<file path="config.mk">
export PLATFORM = sky130hd
export DESIGN_NAME = npor_cell
export DESIGN_NICKNAME = d
export VERILOG_FILES = /design/src/hdl/npor_pkg.sv /design/src/hdl/npor_cell.sv
export SDC_FILE = /design/constraint.sdc
export NUM_CORES = 1
export LEC_CHECK = 0
export BUFFER_PORTS_ARGS = -buffer_cell sky130_fd_sc_hd__buf_4
export CORE_MARGIN = 5
export CORE_UTILIZATION = 50
export DETAILED_ROUTE_END_ITERATION = 10
export GPL_ROUTABILITY_DRIVEN = 0
export PLACE_DENSITY_LB_ADDON = 0.05
export SKIP_CTS_REPAIR_TIMING = 1
export SLEW_MARGIN = 20
export SYNTH_ARGS = -nofsm -noshare
export SYNTH_HDL_FRONTEND = slang
export SYNTH_SLANG_ARGS = --single-unit
export TNS_END_PERCENT = 5
</file>
<file path="constraint.sdc">
create_clock -name clk -period 27.2 [get_ports clk]
set_input_delay 1.36 -clock clk [delete_from_list [all_inputs] [get_ports clk]]
set_output_delay 1.36 -clock clk [all_outputs]
set_load 0.05 [all_outputs]
</file>
<file path="src/hdl/npor_pkg.sv">
`timescale 1ns / 1ps

package npor_pkg;

	// Table size and field widths of the transfer payloads
	localparam int MAX_POINTS = 16;
	localparam int COORD_BITS = 8;
	localparam int LEVEL_BITS = 12;
	localparam int SLOT_BITS  = 4;
	localparam int COUNT_BITS = 5;
	localparam int DIST_BITS  = 2 * COORD_BITS + 1;

	// APB register map
	localparam int PADDR_BITS = 3;
	localparam int PDATA_BITS = 32;
	localparam logic [0:0] REG_POINT_COUNT = 1'b0;

	typedef enum logic {
		OP_LOAD  = 1'b0,
		OP_ROUTE = 1'b1
	} op_e;

	typedef struct packed {
		logic                  operation;
		logic [SLOT_BITS-1:0]  slot_index;
		logic [COORD_BITS-1:0] coord_x;
		logic [COORD_BITS-1:0] coord_y;
		logic [LEVEL_BITS-1:0] drive_level;
	} in_item_t;

	typedef struct packed {
		logic [SLOT_BITS-1:0]  chosen_slot;
		logic [LEVEL_BITS-1:0] out_level;
		logic                  no_point;
	} out_item_t;

	// Search token handed from cell to cell
	typedef struct packed {
		logic [COORD_BITS-1:0] tgt_x;
		logic [COORD_BITS-1:0] tgt_y;
		logic [LEVEL_BITS-1:0] level;
		logic                  has_best;
		logic [DIST_BITS-1:0]  best_dist;
		logic [SLOT_BITS-1:0]  best_slot;
	} scan_tok_t;

endpackage

</file>
<file path="src/hdl/npor_cell.sv">
`timescale 1ns / 1ps

module npor_cell
	import npor_pkg::*;
(
	input  logic                  clk,
	input  logic                  arst_n,
	input  logic                  advance,
	input  logic                  load_en,
	input  logic [COORD_BITS-1:0] load_x,
	input  logic [COORD_BITS-1:0] load_y,
	input  logic                  active,
	input  logic [SLOT_BITS-1:0]  slot_id,
	input  logic                  tok_in_valid,
	input  scan_tok_t             tok_in,
	output logic                  tok_out_valid,
	output scan_tok_t             tok_out
);

	logic [COORD_BITS-1:0]   px_q;
	logic [COORD_BITS-1:0]   py_q;
	logic                    tok_valid_q;
	scan_tok_t               tok_q;
	logic [COORD_BITS-1:0]   dx;
	logic [COORD_BITS-1:0]   dy;
	logic [2*COORD_BITS-1:0] sq_x;
	logic [2*COORD_BITS-1:0] sq_y;
	logic [DIST_BITS-1:0]    dist_sq;
	logic                    take;
	scan_tok_t               tok_nxt;

	// Hold this cell's point
	always_ff @(posedge clk) begin
		if (load_en) begin
			px_q <= load_x;
			py_q <= load_y;
		end
	end

	// Squared distance from the passing target to this point
	always_comb begin
		dx      = (tok_in.tgt_x >= px_q) ? (tok_in.tgt_x - px_q) : (px_q - tok_in.tgt_x);
		dy      = (tok_in.tgt_y >= py_q) ? (tok_in.tgt_y - py_q) : (py_q - tok_in.tgt_y);
		sq_x    = (2*COORD_BITS)'(dx) * (2*COORD_BITS)'(dx);
		sq_y    = (2*COORD_BITS)'(dy) * (2*COORD_BITS)'(dy);
		dist_sq = {1'b0, sq_x} + {1'b0, sq_y};
	end

	// Replace the best so far only on a strictly smaller distance
	always_comb begin
		take    = active && (!tok_in.has_best || (dist_sq < tok_in.best_dist));
		tok_nxt = tok_in;
		if (take) begin
			tok_nxt.has_best  = 1'b1;
			tok_nxt.best_dist = dist_sq;
			tok_nxt.best_slot = slot_id;
		end
	end

	always_ff @(posedge clk or negedge arst_n) begin
		if (!arst_n) begin
			tok_valid_q <= 1'b0;
		end else if (advance) begin
			tok_valid_q <= tok_in_valid;
		end
	end

	// Pass the token on to the next cell
	always_ff @(posedge clk) begin
		if (advance && tok_in_valid) begin
			tok_q <= tok_nxt;
		end
	end

	assign tok_out_valid = tok_valid_q;
	assign tok_out       = tok_q;

endmodule

</file>
==> impl_metrics.tcl, run 1 <==
set metrics [dict create \
    run_status "finished clean" \
    port_buffers 126 \
    path_clk_slew_ps 60 \
    highest_layer "met4" \
    cts_tree "built" \
    dieArea_sq_um 17700 \
    rows 45 \
    clk-insertion-delay-late_ps 350 \
    synth-seq-cells 67 \
    yosysSeqAreaShare_pct 26.5 \
    grt_pass1_wl_microns 26200 \
    fin_nets 1123 \
    period_needed_ps 10790 \
    drt_iter0_drc 195 \
    ctsRootBufferMaster "clkbuf_16" \
    num_antenna_cells 0 \
    cp.required_ps 27300 \
    area_growth_pct 19.0 \
    antenna_found_initial 0 \
    wl_met1_microns 6460 \
    cp-end-kind "flip-flop" \
    hpwlAfterDp_microns 13300 \
    setup_viol_count_final 0 \
    cp_max_fo 18 \
    met3_length_microns 823 \
    crit_slowest_cell "xnor2_1" \
    grt_max_degree 28 \
    rsz0062_at_grt "no" \
    dr.pass1.iters 4 \
    hp-class "flip-flop to flip-flop" \
    stdcell_area_sq_um 9000 \
    cap_violations 0 \
    worst_path_most_repeated_cell "fa_1" \
    viasPerCell 5.07 \
    vias 5372 \
    grt.overflow.total 0 \
    cts_buffer_depth 2 \
    die_h_microns 133 \
    antenna_left 0 \
    dominantRegCellSynth "edfxtp_1" \
    track_usage_pct 18.2 \
    wirelength_microns 15600 \
    crit_type "input pin to flip-flop" \
    cpPeakStageDelay_ps 720 \
    slew_headroom_pct 41.6 \
    netlist_area_sq_um 7560 \
    htreeDepth 3 \
    fin_tns_setup_ps 0 \
    cts.sinks 67 \
    ys_async_sr_fraction_pct 1.49 \
    avgSynthCellArea_sq_um 10.2 \
    die_x_microns 133 \
    worstPathArrival_ps 10890 \
    drive_above_1_share_pct 21.0 \
    fin_skew_ps 6.97 \
    worst_slew_pin_slew_ps 870 \
    ios 127 \
    synthCells 740 \
    yosys_warnings 0 \
    place_area_sq_um 8700 \
    core_area_sq_um 15000 \
    wl_per_cell_microns 14.7 \
    syn_nets 996 \
    slew_viol_final 0 \
    grt_pass1_vias 5549 \
    cts_buffers 9 \
    route.detailed.drc 0 \
    hold_viol_final 0 \
    wl_met2_microns 8000 \
    start_util_pct 50.3 \
    critPathLaunchType "input pin" \
    ys_types 54 \
    max_freq_mhz 92.7 \
    synth_edf_count 66 \
    fin_crit_sh_pct 39.7 \
]
==> worst max-delay path: cells and delay by family <==
family | cells | cell delay [ps]
fa+ha+maj | 10 | 4240
compound gates | 9 | 2600
mux | 1 | 370
simple gates | 3 | 650
buf+inv | 8 | 750
xor+xnor | 2 | 900
==> placed cells by master, fill, tap and decap left out, types with 19 or more instances in the layout <==
| master | instances |
|---|---|
| inv_1 | 175 |
| buf_4 | 128 |
| ha_1 | 100 |
| fa_1 | 80 |
| edfxtp_1 | 66 |
| nor2_1 | 58 |
| a21oi_1 | 39 |
| nand2_1 | 23 |
| mux2_2 | 21 |
| a21o_1 | 19 |
==> final cells by class <==
cell class / instances / area (sq um)
Clock buffer: 9 / 225
Sequential cell: 67 / 2010
Clock inverter: 7 / 75.1
Fill cell: 1275 / 6030
Inverter: 177 / 664
Multi-Input combinational cell: 484 / 4840
Tap cell: 188 / 235
Timing Repair Buffer: 128 / 961
==> cells in the mapped netlist (3+ instances only) <==
| cell type | n | area, sq um |
|---|---|---|
| nand2_1 | 23 | 86.3 |
| nand2b_1 | 14 | 87.6 |
| nand4_1 | 5 | 31.3 |
| nor2_1 | 58 | 218 |
| nor2b_1 | 6 | 37.5 |
| or2_2 | 7 | 43.8 |
| o21a_1 | 4 | 30.0 |
| a31oi_1 | 4 | 25.0 |
| xnor2_1 | 13 | 114 |
| ha_1 | 100 | 1250 |
| o211ai_1 | 5 | 37.5 |
| inv_1 | 175 | 657 |
| a211oi_1 | 3 | 22.5 |
| a21oi_1 | 39 | 195 |
| nand3_1 | 5 | 25.0 |
| o21ai_0 | 10 | 50.1 |
| mux2i_1 | 12 | 120 |
| xor2_1 | 12 | 105 |
| clkbuf_1 | 6 | 22.5 |
| nor3_1 | 6 | 30.0 |
| edfxtp_1 | 66 | 1980 |
| a21o_1 | 19 | 143 |
| o21bai_1 | 3 | 22.5 |
| fa_1 | 80 | 1600 |
| buf_2 | 4 | 20.0 |
| mux2_2 | 21 | 236 |
| and3_1 | 4 | 25.0 |
==> sequential cells by signal (all words and copies together) (netlist names) <==
register       count
px_q               8
py_q               8
tok_out           50
tok_out_valid      1
==> cell families after synthesis <==
family          synth area share, %
compound gates                 9.49
xor+xnor                       3.32
fa+ha+maj                      37.7
buf+inv                        9.64
flops                          26.5
mux                            4.71
simple gates                   8.58
==> final timing paths <==
kind                                                start                         to  slack (ps)  cells after the start
worst min-delay path            tok_out_valid$_DFFE_PN0P_  tok_out_valid$_DFFE_PN0P_         520                      1
worst min register to register  tok_out_valid$_DFFE_PN0P_  tok_out_valid$_DFFE_PN0P_         520                      1
worst max-delay path                           tok_in[42]       tok_out[7]$_DFFE_PP_       16410                     33
max in group asynchronous                          arst_n  tok_out_valid$_DFFE_PN0P_       26350                      1
min in group asynchronous                          arst_n  tok_out_valid$_DFFE_PN0P_         770                      1
worst max register to register          px_q[0]$_DFFE_PP_       tok_out[7]$_DFFE_PP_       17230                     31
==> through the flow <==
stage | std cells | util, % | setup WS [ps] | hold slack, ps
global route | 1060 | 59.9 | 15820 | 537
detailed placement | 1044 | 57.9 | 16100 | 503
CTS | 1060 | 59.9 | 16490 | 516
floorplan | 740 | - | 16850 | 867
global placement | 1044 | 57.9 | 16390 | 494
finish | 1060 | 59.9 | 16410 | 518
==> per-layer routing <==
layer | up-vias | track usage (%)
met3 | 15 | 3.46
met4 | 0 | 6.35
met1 | 2548 | 21.8
met2 | 146 | 32.8
li1 | 2663 | -
met5 | - | 0
Power of run 1 is left out: the tool's default activity adds up to more than one toggle a clock period on the data nets, which glitch-free logic cannot reach.
==> inputs of run 2 (changes only) <==
==> constraint.sdc (replaced) <==
create_clock -name clk -period 11 [get_ports clk]
set_input_delay 0.55 -clock clk [delete_from_list [all_inputs] [get_ports clk]]
set_output_delay 0.55 -clock clk [all_outputs]
set_load 0.05 [all_outputs]
==> run 2 against run 1 <==
Effect of this change: via count is 1.6% higher; wire length is 2.2% higher; largest cell class unchanged; hold slack worse by 150 ps.
==> impl_metrics.tcl, run 2 (synthesis results as in run 1) <==
set metrics [dict create \
    run_status "finished clean" \
    cts_buffer_depth 2 \
    grt_max_degree 28 \
    r2r_cells 33 \
    min_delay_path_depth 1 \
    regToRegStartpoint "px_q[0]$_DFFE_PP_" \
    wl_per_cell_microns 15.0 \
    cts.sinks 67 \
    worstPathArrival_ps 10010 \
    worst_slew_pin_slew_ps 873 \
    viasPerCell 5.14 \
    antenna_found_initial 0 \
    dieArea_sq_um 17700 \
    cp_max_fo 18 \
    postLayoutCoreUtil_pct 60.0 \
    fin_tns_setup_ps 0 \
    area_growth_pct 19.3 \
    largest_reg_flops 50 \
    ctsRootBufferMaster "clkbuf_16" \
    htreeDepth 3 \
    route.detailed.drc 0 \
    min_to "tok_out[22]$_DFFE_PP_" \
    port_buffers 126 \
    worstHoldStart "tok_in[22]" \
    die_h_microns 133 \
    num_antenna_cells 0 \
    fin_skew_ps 7.11 \
    rows 45 \
    grt.overflow.total 0 \
    cp.required_ps 11100 \
    cap_violations 0 \
    fin_nets 1125 \
    core_area_sq_um 15000 \
    final_common_cell "inv_1" \
    cts_tree "built" \
    max_freq_mhz 101 \
    slew_viol_final 0 \
    drive_above_1_share_pct 21.1 \
    drt_iter0_drc 295 \
    grt_pass1_vias 5725 \
    track_usage_pct 18.7 \
    start_util_pct 50.3 \
    setup_viol_count_final 0 \
    ios 127 \
    die_x_microns 133 \
    fin_crit_sh_pct 90.1 \
    r2r_end "tok_out[3]$_DFFE_PP_" \
    r2r_setup_slack_ps 1090 \
    cts_buffers 9 \
    cpPeakStageDelay_ps 720 \
    crit_type "flip-flop to flip-flop" \
    wirelength_microns 15900 \
    hp-class "input pin to flip-flop" \
    crit_slowest_cell "xnor2_1" \
    critPathLaunchType "flip-flop" \
    hpwlAfterDp_microns 13400 \
    rsz0062_at_grt "no" \
    worst_path_most_repeated_cell "fa_1" \
    grt_pass1_wl_microns 27000 \
    vias 5460 \
    hold_viol_final 0 \
    mostFrequentLayoutCells "inv_1 (175), buf_4 (129), ha_1 (100), fa_1 (80), edfxtp_1 (66)" \
    dr.pass1.iters 5 \
    path_clk_slew_ps 60 \
    period_needed_ps 9910 \
    cp-end-kind "flip-flop" \
    slew_headroom_pct 41.4 \
    clk-insertion-delay-late_ps 350 \
    antenna_left 0 \
]
[run 2: through the flow]
stage	hold slack, ps	instances	setup WS, ps	cell area [sq um]
3_5_place_dp	327	1045	734	8710
3_3_place_gp	326	1045	998	8710
6_report	370	1062	1090	9020
4_1_cts	-47.2	1061	1090	9010
2_1_floorplan	254	740	1460	7560
5_1_grt	361	1062	451	9020
[run 2: cell type report]
class / instances / area [sq um]
fillers: 1305 / 6010
clock inverters: 7 / 75.1
repair buffers: 130 / 978
clock buffers: 9 / 225
inverters: 177 / 664
well taps: 188 / 235
flip-flops and latches: 67 / 2010
multi-input cells: 484 / 4840
[run 2: worst max-delay path by stage]
stage / depth (start not counted) / slack (ps) / from / end
2_1_floorplan: 31 / 1460 / tok_in[42] / tok_out[11]$_DFFE_PP_
3_3_place_gp: 33 / 1000 / tok_in[42] / tok_out[0]$_DFFE_PP_
3_5_place_dp: 35 / 730 / tok_in[42] / tok_out[3]$_DFFE_PP_
4_1_cts: 34 / 1090 / tok_in[42] / tok_out[3]$_DFFE_PP_
5_1_grt: 33 / 450 / px_q[0]$_DFFE_PP_ / tok_out[9]$_DFFE_PP_
6_report: 33 / 1090 / px_q[0]$_DFFE_PP_ / tok_out[3]$_DFFE_PP_
[run 2: metal layers]
| layer | up-vias | share of wire, % | global-route usage (%) |
|---|---|---|---|
| met5 | - | 0 | 0 |
| met4 | 0 | 1.3 | 5.31 |
| met3 | 14 | 5.2 | 3.50 |
| met2 | 160 | 52 | 34.3 |
| met1 | 2614 | 41 | 22.3 |
| li1 | 2672 | - | - |
[run 2: worst max-delay path, delay by kind of cell, from the launching register on]
kind / cells / cell delay (ps)
xor+xnor: 2 / 930
mux: 1 / 370
compound gates: 11 / 2620
fa+ha+maj: 10 / 4140
buf+inv: 6 / 590
flops: 1 / 350
simple gates: 3 / 640
Power of run 2 is left out for the same reason.
==> inputs of run 3 (changes only) <==
--- a/config.mk
+++ b/config.mk
@@ -7,9 +7,10 @@
 export LEC_CHECK = 0
 export BUFFER_PORTS_ARGS = -buffer_cell sky130_fd_sc_hd__buf_4
 export CORE_MARGIN = 5
-export CORE_UTILIZATION = 50
+export CORE_UTILIZATION = 23
 export DETAILED_ROUTE_END_ITERATION = 10
 export GPL_ROUTABILITY_DRIVEN = 0
+export MAX_ROUTING_LAYER = met4
 export PLACE_DENSITY_LB_ADDON = 0.05
 export SKIP_CTS_REPAIR_TIMING = 1
 export SLEW_MARGIN = 20
==> run 3 against run 2 <==
Effect of this change: sequential cell count did not move; critical path type unchanged; core utilization decreased by 31 points; hold slack got worse by 12 ps; wire length increased by 18%; sequential share of layout area down 0.83 points; cell area increased by 3.9%; cell count increased by 25%; critical endpoint is now tok_out[1]$_DFFE_PP_; clock skew down 2.4 ps; largest cell class unchanged; global-route usage is 7.7 points lower; first-iteration DRC count shrank 39%; critical path depth down 3.
==> impl_metrics.tcl, run 3 (synthesis results as in run 1) <==
set metrics [dict create \
    fin_nets 1133 \
    drive_above_1_share_pct 21.3 \
    die_h_microns 191 \
    track_usage_pct 11.0 \
    rsz0062_at_grt "no" \
    cts_buffers 9 \
    path_clk_slew_ps 60 \
    area_growth_pct 23.9 \
    ctsRootBufferMaster "clkbuf_16" \
    grt_pass1_vias 5674 \
    hp-class "input pin to flip-flop" \
    cp_max_fo 17 \
    crit_slowest_cell "xor2_1" \
    max_freq_mhz 99.9 \
    worst_path_most_repeated_cell "fa_1" \
    cp.required_ps 11110 \
    mostFrequentLayoutCells "inv_1 (175), buf_4 (137), ha_1 (100), fa_1 (80), edfxtp_1 (66)" \
    fin_crit_sh_pct 91.0 \
    hpwlAfterDp_microns 15900 \
    slew_headroom_pct 50.3 \
    start_util_pct 23.3 \
    wl_per_cell_microns 14.3 \
    cts.sinks 67 \
    antenna_left 0 \
    critPathLaunchType "flip-flop" \
    fin_skew_ps 4.66 \
    dieArea_sq_um 36600 \
    num_antenna_cells 0 \
    rows 66 \
    setup_viol_count_final 0 \
    cts_buffer_depth 2 \
    fin_tns_setup_ps 0 \
    cp-end-kind "flip-flop" \
    viasPerCell 4.02 \
    dr.pass1.iters 4 \
    wirelength_microns 18900 \
    grt_max_degree 51 \
    antenna_found_initial 0 \
    die_x_microns 191 \
    vias 5321 \
    hold_viol_final 0 \
    grt_pass1_wl_microns 30300 \
    final_common_cell "inv_1" \
    crit_type "flip-flop to flip-flop" \
    place_area_sq_um 9100 \
    dp_cells 1307 \
    slew_viol_final 0 \
    core_area_sq_um 32500 \
    htreeDepth 3 \
    fin_cells 1324 \
    ios 127 \
    cap_violations 0 \
    cts_tree "built" \
    drt_iter0_drc 180 \
    clk-insertion-delay-late_ps 360 \
    grt.overflow.total 0 \
    cpPeakStageDelay_ps 560 \
    worst_slew_pin_slew_ps 746 \
    route.detailed.drc 0 \
    run_status "finished clean" \
    worstPathArrival_ps 10120 \
    period_needed_ps 10010 \
    largest_reg_flops 50 \
    stdcell_area_sq_um 9370 \
    port_buffers 126 \
    hold_ws_ps 359 \
    n_fill_cell 3518 \
]
## run 3: cell count changes in the layout (fill, tap and decap cells not counted)
cell and change:
a221oi_2 -1, clkbuf_1 +2, inv_6 -2, clkinv_1 +2, clkinv_2 -1, a221oi_4 +1, buf_4 +8, bufinv_16 -1
## run 3: metrics by stage
stage	util, %	setup slack [ps]
6_report	28.8	986
3_5_place_dp	28.0	644
2_1_floorplan	-	1460
4_1_cts	28.8	989
5_1_grt	28.8	433
3_3_place_gp	28.0	722
## run 3: worst paths after layout
| kind | start | endpoint | slack (ps) | cells after the start |
|---|---|---|---|---|
| setup / recovery | px_q[0]$_DFFE_PP_ | tok_out[1]$_DFFE_PP_ | 990 | 30 |
| hold / removal | tok_in[24] | tok_out[24]$_DFFE_PP_ | 360 | 1 |
| setup reg to reg | px_q[0]$_DFFE_PP_ | tok_out[1]$_DFFE_PP_ | 990 | 30 |
| hold reg to reg | tok_out_valid$_DFFE_PN0P_ | tok_out_valid$_DFFE_PN0P_ | 520 | 1 |
| max in group asynchronous | arst_n | tok_out_valid$_DFFE_PN0P_ | 10410 | 2 |
| min in group asynchronous | arst_n | tok_out_valid$_DFFE_PN0P_ | 510 | 2 |
## run 3: critical path: cells and delay by family, from the launching register on
family	cells	cell delay (ps)
buf+inv	5	520
flops	1	360
xor+xnor	2	730
simple gates	3	580
compound gates	8	2480
mux	2	790
fa+ha+maj	10	4260
## run 3: layer usage
layer / routed length (microns) / vias to the layer above / global-route usage, %
li1: - / 2690 / -
met1: 8930 / 2513 / 14.2
met2: 8820 / 99 / 17.2
met3: 735 / 19 / 2.06
met4: 380 / 0 / 4.25
met5: 0 / - / -
## run 3: layout make-up
cell class	instances	area [sq um]	share of cell area [%]
Clock buffer	11	233	2.48
Multi-Input combinational cell	484	4850	51.7
Timing Repair Buffer	138	1040	11.1
Tap cell	442	553	5.90
Inverter	177	664	7.09
Clock inverter	5	30.0	0.320
Sequential cell	67	2010	21.4
Power of run 3 is left out for the same reason.
